File: config.mk
export PLATFORM = sky130hd
export DESIGN_NAME = atc_rgb_block_decoder
export DESIGN_NICKNAME = d
export VERILOG_FILES = /design/src/atc_pkg.sv /design/src/atc_front.sv /design/src/atc_queue.sv /design/src/atc_back.sv /design/src/atc_rgb_block_decoder.sv
export SDC_FILE = /design/constraint.sdc
export NUM_CORES = 1
export LEC_CHECK = 0
export ABC_AREA = 1
export BUFFER_PORTS_ARGS = -buffer_cell sky130_fd_sc_hd__buf_2
export CORE_MARGIN = 4
export CORE_UTILIZATION = 60
export CTS_CLUSTER_DIAMETER = 60
export DETAILED_ROUTE_END_ITERATION = 16
export GPL_ROUTABILITY_DRIVEN = 0
export PLACE_DENSITY = 0.78
export RECOVER_POWER = 25
export SLEW_MARGIN = 20
export SYNTH_ARGS = -nofsm -noshare
export SYNTH_HDL_FRONTEND = slang
export SYNTH_HIERARCHICAL = 1
export SYNTH_SLANG_ARGS = --single-unit
File: constraint.sdc
create_clock -name clk -period 10.9 [get_ports clk]
set_input_delay 0.545 -clock clk [delete_from_list [all_inputs] [get_ports clk]]
set_output_delay 0.545 -clock clk [all_outputs]
set_load 0.01 [all_outputs]
File: src/atc_pkg.sv
// Shared types, constants and helpers for the ATC RGB block decoder.
// No dependencies; imported by every module of the decoder.
package atc_pkg;

	localparam int unsigned PixCount = 16;
	localparam int unsigned PalSize = 4;
	localparam int unsigned ModeBit = 15;

	typedef struct packed {
		logic [7:0] r;
		logic [7:0] g;
		logic [7:0] b;
	} rgb_t;

	typedef struct packed {
		rgb_t [PalSize-1:0] pal;
		logic [2*PixCount-1:0] sel;
	} entry_t;

	typedef struct packed {
		logic full;
		logic empty;
	} q_stat_t;

	function automatic logic [7:0] widen5(input logic [4:0] v);
		return {v, v[4:2]};
	endfunction

	function automatic logic [7:0] widen6(input logic [5:0] v);
		return {v, v[5:4]};
	endfunction

	function automatic logic [7:0] mix53(input logic [7:0] a, input logic [7:0] b);
		logic [10:0] s;
		s = 11'(a) * 11'd5 + 11'(b) * 11'd3;
		return s[10:3];
	endfunction

	function automatic logic [7:0] sub_quarter(input logic [7:0] a, input logic [7:0] b);
		logic [7:0] q;
		q = {2'b00, b[7:2]};
		return (a > q) ? (a - q) : 8'd0;
	endfunction

endpackage

File: src/atc_front.sv
// Front end: takes a block, classifies its mode and builds the palette.
// Depends on atc_pkg.
module atc_front (
	input  logic             clk,
	input  logic             arst_n,
	input  logic             start,
	input  logic [63:0]      block_bits,
	input  atc_pkg::q_stat_t q_stat,
	output logic             busy,
	output logic             push,
	output atc_pkg::entry_t  push_data
);
	import atc_pkg::*;

	logic        valid_s1;
	logic [63:0] block_s1;
	logic        accept;
	logic [15:0] c0;
	logic [15:0] c1;
	rgb_t        ca;
	rgb_t        cb;

	assign busy   = valid_s1 && q_stat.full;
	assign accept = start && !busy;
	assign push   = valid_s1 && !q_stat.full;

	always_ff @(posedge clk or negedge arst_n) begin
		if (!arst_n) begin
			valid_s1 <= 1'b0;
		end else if (accept) begin
			valid_s1 <= 1'b1;
		end else if (push) begin
			valid_s1 <= 1'b0;
		end
	end

	always_ff @(posedge clk) begin
		if (accept) begin
			block_s1 <= block_bits;
		end
	end

	assign c0 = block_s1[15:0];
	assign c1 = block_s1[31:16];

	always_comb begin
		ca.b = widen5(c0[4:0]);
		ca.g = widen5(c0[9:5]);
		ca.r = widen5(c0[14:10]);
		cb.b = widen5(c1[4:0]);
		cb.g = widen6(c1[10:5]);
		cb.r = widen5(c1[15:11]);
		push_data.sel = block_s1[63:32];
		push_data.pal[3] = cb;
		if (!c0[ModeBit]) begin
			push_data.pal[0]   = ca;
			push_data.pal[1].r = mix53(ca.r, cb.r);
			push_data.pal[1].g = mix53(ca.g, cb.g);
			push_data.pal[1].b = mix53(ca.b, cb.b);
			push_data.pal[2].r = mix53(cb.r, ca.r);
			push_data.pal[2].g = mix53(cb.g, ca.g);
			push_data.pal[2].b = mix53(cb.b, ca.b);
		end else begin
			push_data.pal[0]   = '0;
			push_data.pal[1].r = sub_quarter(ca.r, cb.r);
			push_data.pal[1].g = sub_quarter(ca.g, cb.g);
			push_data.pal[1].b = sub_quarter(ca.b, cb.b);
			push_data.pal[2]   = ca;
		end
	end

endmodule

File: src/atc_queue.sv
// Short queue of decoded palettes between front and back ends.
// Depends on atc_pkg.
module atc_queue #(
	parameter int unsigned DEPTH = 2
) (
	input  logic             clk,
	input  logic             arst_n,
	input  logic             push,
	input  atc_pkg::entry_t  push_data,
	input  logic             pop,
	output atc_pkg::entry_t  pop_data,
	output atc_pkg::q_stat_t q_stat
);
	import atc_pkg::*;

	localparam int unsigned PW = (DEPTH > 1) ? $clog2(DEPTH) : 1;
	localparam int unsigned CW = $clog2(DEPTH + 1);

	entry_t          mem_q [DEPTH];
	logic   [PW-1:0] wr_ptr_q;
	logic   [PW-1:0] rd_ptr_q;
	logic   [CW-1:0] count_q;

	function automatic logic [PW-1:0] bump(input logic [PW-1:0] p);
		return (p == PW'(DEPTH - 1)) ? '0 : p + PW'(1);
	endfunction

	assign q_stat.full  = (count_q == CW'(DEPTH));
	assign q_stat.empty = (count_q == '0);
	assign pop_data     = mem_q[rd_ptr_q];

	always_ff @(posedge clk or negedge arst_n) begin
		if (!arst_n) begin
			wr_ptr_q <= '0;
			rd_ptr_q <= '0;
			count_q  <= '0;
		end else begin
			if (push) begin
				wr_ptr_q <= bump(wr_ptr_q);
			end
			if (pop) begin
				rd_ptr_q <= bump(rd_ptr_q);
			end
			if (push && !pop) begin
				count_q <= count_q + CW'(1);
			end else if (pop && !push) begin
				count_q <= count_q - CW'(1);
			end
		end
	end

	always_ff @(posedge clk) begin
		if (push) begin
			mem_q[wr_ptr_q] <= push_data;
		end
	end

endmodule

File: src/atc_back.sv
// Back end: walks the sixteen pixels of a queued block, one per cycle.
// Depends on atc_pkg.
module atc_back (
	input  logic             clk,
	input  logic             arst_n,
	input  atc_pkg::q_stat_t q_stat,
	input  atc_pkg::entry_t  pop_data,
	output logic             pop,
	output logic             strobe,
	output logic [3:0]       pixel_index,
	output logic [7:0]       red,
	output logic [7:0]       green,
	output logic [7:0]       blue,
	output logic             last
);
	import atc_pkg::*;

	entry_t     cur_q;
	logic       active_q;
	logic [3:0] cnt_q;
	logic       end_pix;
	logic [1:0] sel;
	rgb_t       pix;

	assign end_pix = (cnt_q == 4'(PixCount - 1));
	assign pop     = !q_stat.empty && (!active_q || end_pix);
	assign sel     = cur_q.sel[{cnt_q, 1'b0} +: 2];
	assign pix     = cur_q.pal[sel];

	always_ff @(posedge clk or negedge arst_n) begin
		if (!arst_n) begin
			active_q <= 1'b0;
			cnt_q    <= '0;
			strobe   <= 1'b0;
		end else begin
			strobe <= active_q;
			if (pop) begin
				active_q <= 1'b1;
				cnt_q    <= '0;
			end else if (active_q) begin
				cnt_q <= cnt_q + 4'd1;
				if (end_pix) begin
					active_q <= 1'b0;
				end
			end
		end
	end

	always_ff @(posedge clk) begin
		if (pop) begin
			cur_q <= pop_data;
		end
		pixel_index <= cnt_q;
		red         <= pix.r;
		green       <= pix.g;
		blue        <= pix.b;
		last        <= end_pix;
	end

endmodule

File: src/atc_rgb_block_decoder.sv
// Top level of the ATC RGB block decoder: front end, palette queue, back end.
// Depends on atc_pkg, atc_front, atc_queue and atc_back.
//
//   channel | handshake        | payload
//   --------+------------------+---------------------------------------------
//   block   | start / busy     | block_bits
//   pixel   | strobe (no stall)| pixel_index, red, green, blue, last
//
// The back end's pixel counter paces the output; new blocks are taken meanwhile.
// A block passes the front register, the queue and cur_q before its pixels.
// The queue holds QUEUE_DEPTH palettes; busy rises only when the queue and
// the front register are both full. Reset clears all control state.
module atc_rgb_block_decoder #(
	parameter int unsigned QUEUE_DEPTH = 2
) (
	input  logic        clk,
	input  logic        arst_n,
	input  logic        start,
	output logic        busy,
	input  logic [63:0] block_bits,
	output logic        strobe,
	output logic [3:0]  pixel_index,
	output logic [7:0]  red,
	output logic [7:0]  green,
	output logic [7:0]  blue,
	output logic        last
);
	import atc_pkg::*;

	q_stat_t q_stat;
	logic    push;
	logic    pop;
	entry_t  push_data;
	entry_t  pop_data;

	atc_front u_front (
		.clk        (clk),
		.arst_n     (arst_n),
		.start      (start),
		.block_bits (block_bits),
		.q_stat     (q_stat),
		.busy       (busy),
		.push       (push),
		.push_data  (push_data)
	);

	atc_queue #(
		.DEPTH (QUEUE_DEPTH)
	) u_queue (
		.clk       (clk),
		.arst_n    (arst_n),
		.push      (push),
		.push_data (push_data),
		.pop       (pop),
		.pop_data  (pop_data),
		.q_stat    (q_stat)
	);

	atc_back u_back (
		.clk         (clk),
		.arst_n      (arst_n),
		.q_stat      (q_stat),
		.pop_data    (pop_data),
		.pop         (pop),
		.strobe      (strobe),
		.pixel_index (pixel_index),
		.red         (red),
		.green       (green),
		.blue        (blue),
		.last        (last)
	);

endmodule

==> results.yml, run 1 <==
status:
  outcome: "complete, but fails checks"
  violations: "max-capacitance violations, max-slew violations"
synth:
  avgSynthCellArea_sq_um: 11.7
  ys_ff_latch: 488
  synth.area.top_cells: "edfxtp_1 53%, ha_1 7.2%, mux2_2 5.7%"
  synthDistinctLibCells: 35
  syn_area_sq_um: 25200
  synth_nets: 2435
  synthesis.instances: 2151
  yosys_warnings: 6
  yosysTopAreaCell: "edfxtp_1"
  seq_area_frac_synth_pct: 56.8
  yosysTopAreaCellShare_pct: 53.4
timing:
  fmax_mhz: 252
  setup_ws_ns: 6.94
  clock-skew-final_ns: 0.0277
  finalHoldViolCount: 0
  rsz0062_at_grt: "no"
  hold_ws_ns: 0.115
  setup_viol: 0
  setup_tns_ns: 0
  fin_crit_sh_pct: 36.4
  slew_viol_final: 50
  fin_crit_ns: 3.96
  worst_slew_pin_slew_ns: 2.81
  slew-limit-headroom_pct: -87.2
global_routing:
  track_usage_pct: 21.9
  grt_overflow: 0
  grt_max_degree: 79
  antenna_found_initial: 1
  grt_pass1_wl_um: 78500
  first_global_vias: 15500
placement:
  place_ws_ns: 7.04
  dp_hpwl_um: 32700
  io_buffers: 97
  place_area_sq_um: 25600
final_layout:
  stdcell_area_sq_um: 27200
  area_growth_pct: 8.04
  n_antenna_cell: 0
  final_common_cell: "edfxtp_1"
  fin_nets: 2489
  drive_above_1_share_pct: 14.7
  layout_common_cells: "448 x edfxtp_1, 376 x inv_1, 361 x nand2_1, 153 x nand3_1, 146 x ha_1"
  fill_cells: 2935
clock_tree:
  cts_tree: "yes"
  cts_sinks: 488
  clk-insertion-delay-late_ns: 0.60
  numCtsBuffers: 52
  clockBufferDepth: 3
  root_buffer: "clkbuf_16"
  post-cts-setup-buffers: 0
  ctsHtreeMaxLevel: 2
  path_clk_slew_ns: 0.06
drt:
  firstDrtPassIters: 7
  vias: 15200
  vias_per_cell: 5.47
  drt_iter0_drc: 1162
  post-route-drc-count: 0
  totalWireLength_um: 49000
  ant_nets: 0
  routedWlPerCell_um: 17.6
die:
  pin_count: 98
  rows: 74
  initial_core_util_pct: 61.2
  die_area_sq_um: 45300
  core_area_sq_um: 41200
  die_w_um: 213
  die_h_um: 213
pwr:
  p_sw_mw: 3.31
  switching_share_pct: 39.3
  power.share.clock_pct: 19.7
  leakage_nw: 11.8
  total_power_mw: 8.44
  ir_drop_v: 0.000183
  p_seq_share_pct: 37.4
  intPower_mw: 5.13
  power_frac_comb_pct: 43.0
  p_per_area_nw_per_um2: 310
critical_path:
  worstSetupPathType: "reg -> reg"
  critPathLaunchType: "flop"
  cp.required_ns: 11.22
  arrival_ns: 4.28
  reg2reg_depth: 5
  endpoint_kind: "flop"
  cp_max_fo: 49
min_path:
  min_path_cells: 1
  hold_class: "in -> reg"
run:
  maxCapViolCount: 1
-- layer usage --
metal	track usage, %	routed length (um)	part of all wire (%)	vias to the layer above
li1	-	-	-	7255
met1	28.7	20300	41	7351
met2	37.6	24400	50	471
met3	3.13	2720	5.5	114
met4	8.04	1590	3.2	0
met5	0	0	0	-
-- what timing repair did --
action	4_1_cts	5_1_grt
hold buffers	1	0
endpoints found under the hold margin	11	0
gates resized for setup	0	0
-- stage by stage --
stage | cells | util [%]
finish | 2777 | 66.1
floorplan | 2151 | -
CTS | 2777 | 66.1
detailed placement | 2682 | 62.2
global route | 2777 | 66.1
global placement | 2682 | 62.2
-- state kept, by name, indices dropped and copies added, names as in the netlist --
name / flops
u_queue/wr_ptr_q: 1
u_back/blue: 8
u_back/cnt_q: 4
u_back/red: 8
u_back/pixel_index: 4
u_back/cur_q: 128
u_front/valid_s1: 1
u_back/last: 1
u_back/strobe: 1
u_queue/mem_q: 256
u_front/block_s1: 64
u_queue/rd_ptr_q: 1
u_queue/count_q: 2
u_back/green: 8
u_back/active_q: 1
-- power groups by stage --
stage               combinational (mW)  clock (mW)  sequential, mW
finish                            3.63        1.66            3.15
global route                      4.09        1.78            3.21
CTS                               3.63        1.70            3.16
detailed placement                3.59           0            3.19
global placement                  3.49           0            3.16
floorplan                         2.82           0            3.16
-- cell type report --
cell class	count	area (sq um)	share of cell area (%)
clock buffers	64	1350	4.95
repair buffers	109	554	2.04
well taps	532	666	2.45
multi-input cells	1171	8620	31.7
flip-flops and latches	488	14300	52.6
clock inverters	30	277	1.02
inverters	383	1450	5.31
-- kinds of logic after synthesis --
| kind of cell | after synthesis | synth area share [%] |
|---|---|---|
| AO/OA/AOI/OAI | 118 | 2.54 |
| XOR/XNOR | 27 | 0.938 |
| adder cells (fa/ha/maj) | 217 | 12.9 |
| buffers and inverters | 492 | 9.08 |
| flip-flops | 488 | 56.8 |
| multiplexers | 128 | 5.72 |
| AND/OR/NAND/NOR | 681 | 12.0 |
-- synthesized netlist by cell type --
cell type  number
nor2_2          1
a21o_1          1
a21oi_1        59
buf_4          71
buf_2          12
o21bai_1        6
buf_6          21
buf_1           2
xnor2_1        13
nand3_4         1
nand3b_1       34
dfxtp_1        29
o21ai_2         6
ha_1          146
o22ai_1         8
nor3_1         12
mux2_2        128
nand4_1        19
o21ai_0        31
nor2_4          1
clkinv_2        2
nand3_1       153
dfrtp_1        11
nor2_1         82
nand2_2         8
clkbuf_1        3
or2_1           1
nand3_2         8
o21ai_1         7
inv_1         377
xor2_1         14
nand2_1       361
fa_1           71
inv_2           4
edfxtp_1      448
-- worst max-delay path: stages (launching register included) --
cell,delay (ns)
edfxtp_1,0.33
clkbuf_1,1.98
inv_1,0.58
buf_4,0.47
nand3_1,0.20
nand2_1,0.09
-- final timing paths --
kind	from	endpoint	slack, ns
min reg2reg	u_back/active_q$_DFF_PN0_	u_back/strobe$_DFF_PN0_	0.42
min	block_bits[50]	u_front/block_s1[50]$_DFFE_PP_	0.11
max	u_front/block_s1[15]$_DFFE_PP_	u_queue/mem_q[1][86]$_DFFE_PP_	6.94
min in group asynchronous	arst_n	u_queue/count_q[1]$_DFFE_PN0P_	0.45
max reg2reg	u_front/block_s1[15]$_DFFE_PP_	u_queue/mem_q[1][86]$_DFFE_PP_	6.94
max in group asynchronous	arst_n	u_queue/rd_ptr_q$_DFFE_PN0P_	10.02
Note: power is estimated with default switching activity, not from simulation.
==> run 2: changes to the inputs <==
CORE_UTILIZATION = 57   (was 60)
PLACE_DENSITY = 0.77   (was 0.78)
clock period = 3.2 ns   (was 10.9 ns; I/O delays follow)
==> run 2 against run 1 <==
Compared with the run above:
- clock skew rose by 0.015 ns
- clock power rose to 3.5 times the previous value
- highest routed layer unchanged
- utilization rose by 2.5 points
- power rose to 3.8 times the previous value
- critical path depth rose by 10
- sequential share of layout area fell by 4.4 points
- the flow still finishes with violations (max-capacitance violations, max-slew violations)
- non-clock buffer count rose by 188
- first-iteration DRC count rose by 11%
- final cell count rose by 8.6%
- wire length rose by 12%
- global-route usage rose by 0.42 points
==> results.yml, run 2 (synthesized netlist as in run 1, its figures left out) <==
final_layout:
  largest_reg_flops: 256
  area_growth_pct: 18.0
  fin_util_pct: 68.5
  instances_no_fill: 3015
  top_regs: "u_queue/mem_q (256), u_back/cur_q (128), u_front/block_s1 (64)"
  fill_cells: 2955
  regMostFlops: "u_queue/mem_q"
  fin_nets: 2675
  drive_above_1_share_pct: 22.9
  stdcell_area_sq_um: 29700
  final_common_cell: "edfxtp_1"
  layout_common_cells: "448 x edfxtp_1, 344 x inv_1, 336 x nand2_1, 152 x nand3_1, 128 x mux2_2"
  n_antenna_cell: 0
global_routing:
  track_usage_pct: 22.3
  grt_max_degree: 83
  grt_pass1_wl_um: 84500
  first_global_vias: 16600
  grt_overflow: 0
  antenna_found_initial: 0
timing:
  setup_viol: 0
  fin_crit_ns: 3.19
  setup_ws_ns: 0.00723
  slew-limit-headroom_pct: -12.5
  worst_slew_pin_slew_ns: 1.69
  finalHoldViolCount: 0
  hold_ws_ns: 0.259
  fin_crit_sh_pct: 99.8
  rsz0062_at_grt: "yes"
  fmax_mhz: 313
  clock-skew-final_ns: 0.0423
  slew_viol_final: 38
  setup_tns_ns: 0
clock_tree:
  cts_sinks: 488
  clockBufferDepth: 3
  path_clk_slew_ns: 0.06
  ctsHtreeMaxLevel: 2
  numCtsBuffers: 50
  clk-insertion-delay-late_ns: 0.62
  root_buffer: "clkbuf_16"
  cts_tree: "yes"
die:
  die_area_sq_um: 47600
  core_area_sq_um: 43400
  die_w_um: 218
  pin_count: 98
  die_h_um: 218
  initial_core_util_pct: 58.1
  rows: 76
critical_path:
  worstSetupPathType: "reg -> reg"
  critPathLaunchType: "flop"
  arrival_ns: 3.52
  cp_max_fo: 5
  endpoint_kind: "flop"
  cp.required_ns: 3.53
drt:
  vias: 16300
  firstDrtPassIters: 5
  post-route-drc-count: 0
  routedWlPerCell_um: 18.1
  ant_nets: 0
  vias_per_cell: 5.42
  drt_iter0_drc: 1291
  totalWireLength_um: 54700
run:
  maxCapViolCount: 1
pwr:
  p_per_area_nw_per_um2: 1090
  ir_drop_v: 0.000616
  total_power_mw: 32.3
  leakage_nw: 12.6
status:
  violations: "max-capacitance violations, max-slew violations"
  outcome: "complete, but fails checks"
placement:
  placed_cells: 2828
  place_area_sq_um: 26500
  place_ws_ns: -0.0610
  io_buffers: 97
  dp_hpwl_um: 35500
min_path:
  hold_class: "in -> reg"
run 2: cell count changes in the layout (fill, tap and decap cells not counted), sizes merged:
cell / before / now
inv: 383 / 382
clkinvlp: 3 / 5
clkbuf: 81 / 115
bufinv: 2 / 5
buf: 91 / 172
dlygate4sd3: 1 / 67
run 2: layout make-up:
cell class                      count  area, sq um  area share (%)
Sequential cell                   488        14300            48.1
Multi-Input combinational cell   1171         9360            31.5
Timing Repair Buffer              297         2180            7.33
Inverter                          383         1450            4.88
Clock buffer                       57         1300            4.37
Tap cell                          585          732            2.46
Clock inverter                     34          393            1.32
run 2: worst max-delay path, stage by stage, from the launching register on:
cell and delay (ns):
edfxtp_1 0.40, clkinvlp_4 0.18, fa_1 0.51, inv_1 0.07
ha_1 0.30, ha_1 0.30, ha_1 0.35, nand4_1 0.11
nand2_1 0.14, nand2_1 0.07, nand2_2 0.12, nand2_2 0.06
nand2_1 0.05, nand2_1 0.05, nand3_1 0.09, nand2_2 0.11
run 2: final timing paths:
kind	slack [ns]	startpoint	cells after the start	end
max in group asynchronous	2.25	arst_n	3	u_queue/rd_ptr_q$_DFFE_PN0P_
setup reg to reg	0.007	u_front/block_s1[12]$_DFFE_PP_	15	u_queue/mem_q[1][76]$_DFFE_PP_
hold / removal	0.26	block_bits[46]	2	u_front/block_s1[46]$_DFFE_PP_
min in group asynchronous	0.59	arst_n	3	u_back/strobe$_DFF_PN0_
setup / recovery	0.007	u_front/block_s1[12]$_DFFE_PP_	15	u_queue/mem_q[1][76]$_DFFE_PP_
hold reg to reg	0.42	u_back/cnt_q[3]$_DFFE_PN0P_	0	u_back/pixel_index[3]$_DFF_P_
run 2: power breakdown:
part	internal, mW	leakage [nW]	switching [mW]
Sequential	9.85	4.56	0.655
Combinational	6.30	7.22	9.63
Clock	3.37	0.820	2.50
Total	19.5	12.6	12.8
run 2: timing repair:
item	CTS	global route
pin swaps	1	61
hold buffers	67	0
setup buffers	4	25
gates resized for setup	23	144
hold endpoints to repair	76	0
setup endpoints to repair	49	80
run 2: layer usage:
metal  global-route usage [%]  share of wire (%)  wire length, um
met5                        0                  0                0
met4                     7.65                3.8             2080
met3                     3.21                5.8             3160
met2                     39.4                 50            27500
met1                     28.4                 40            21900
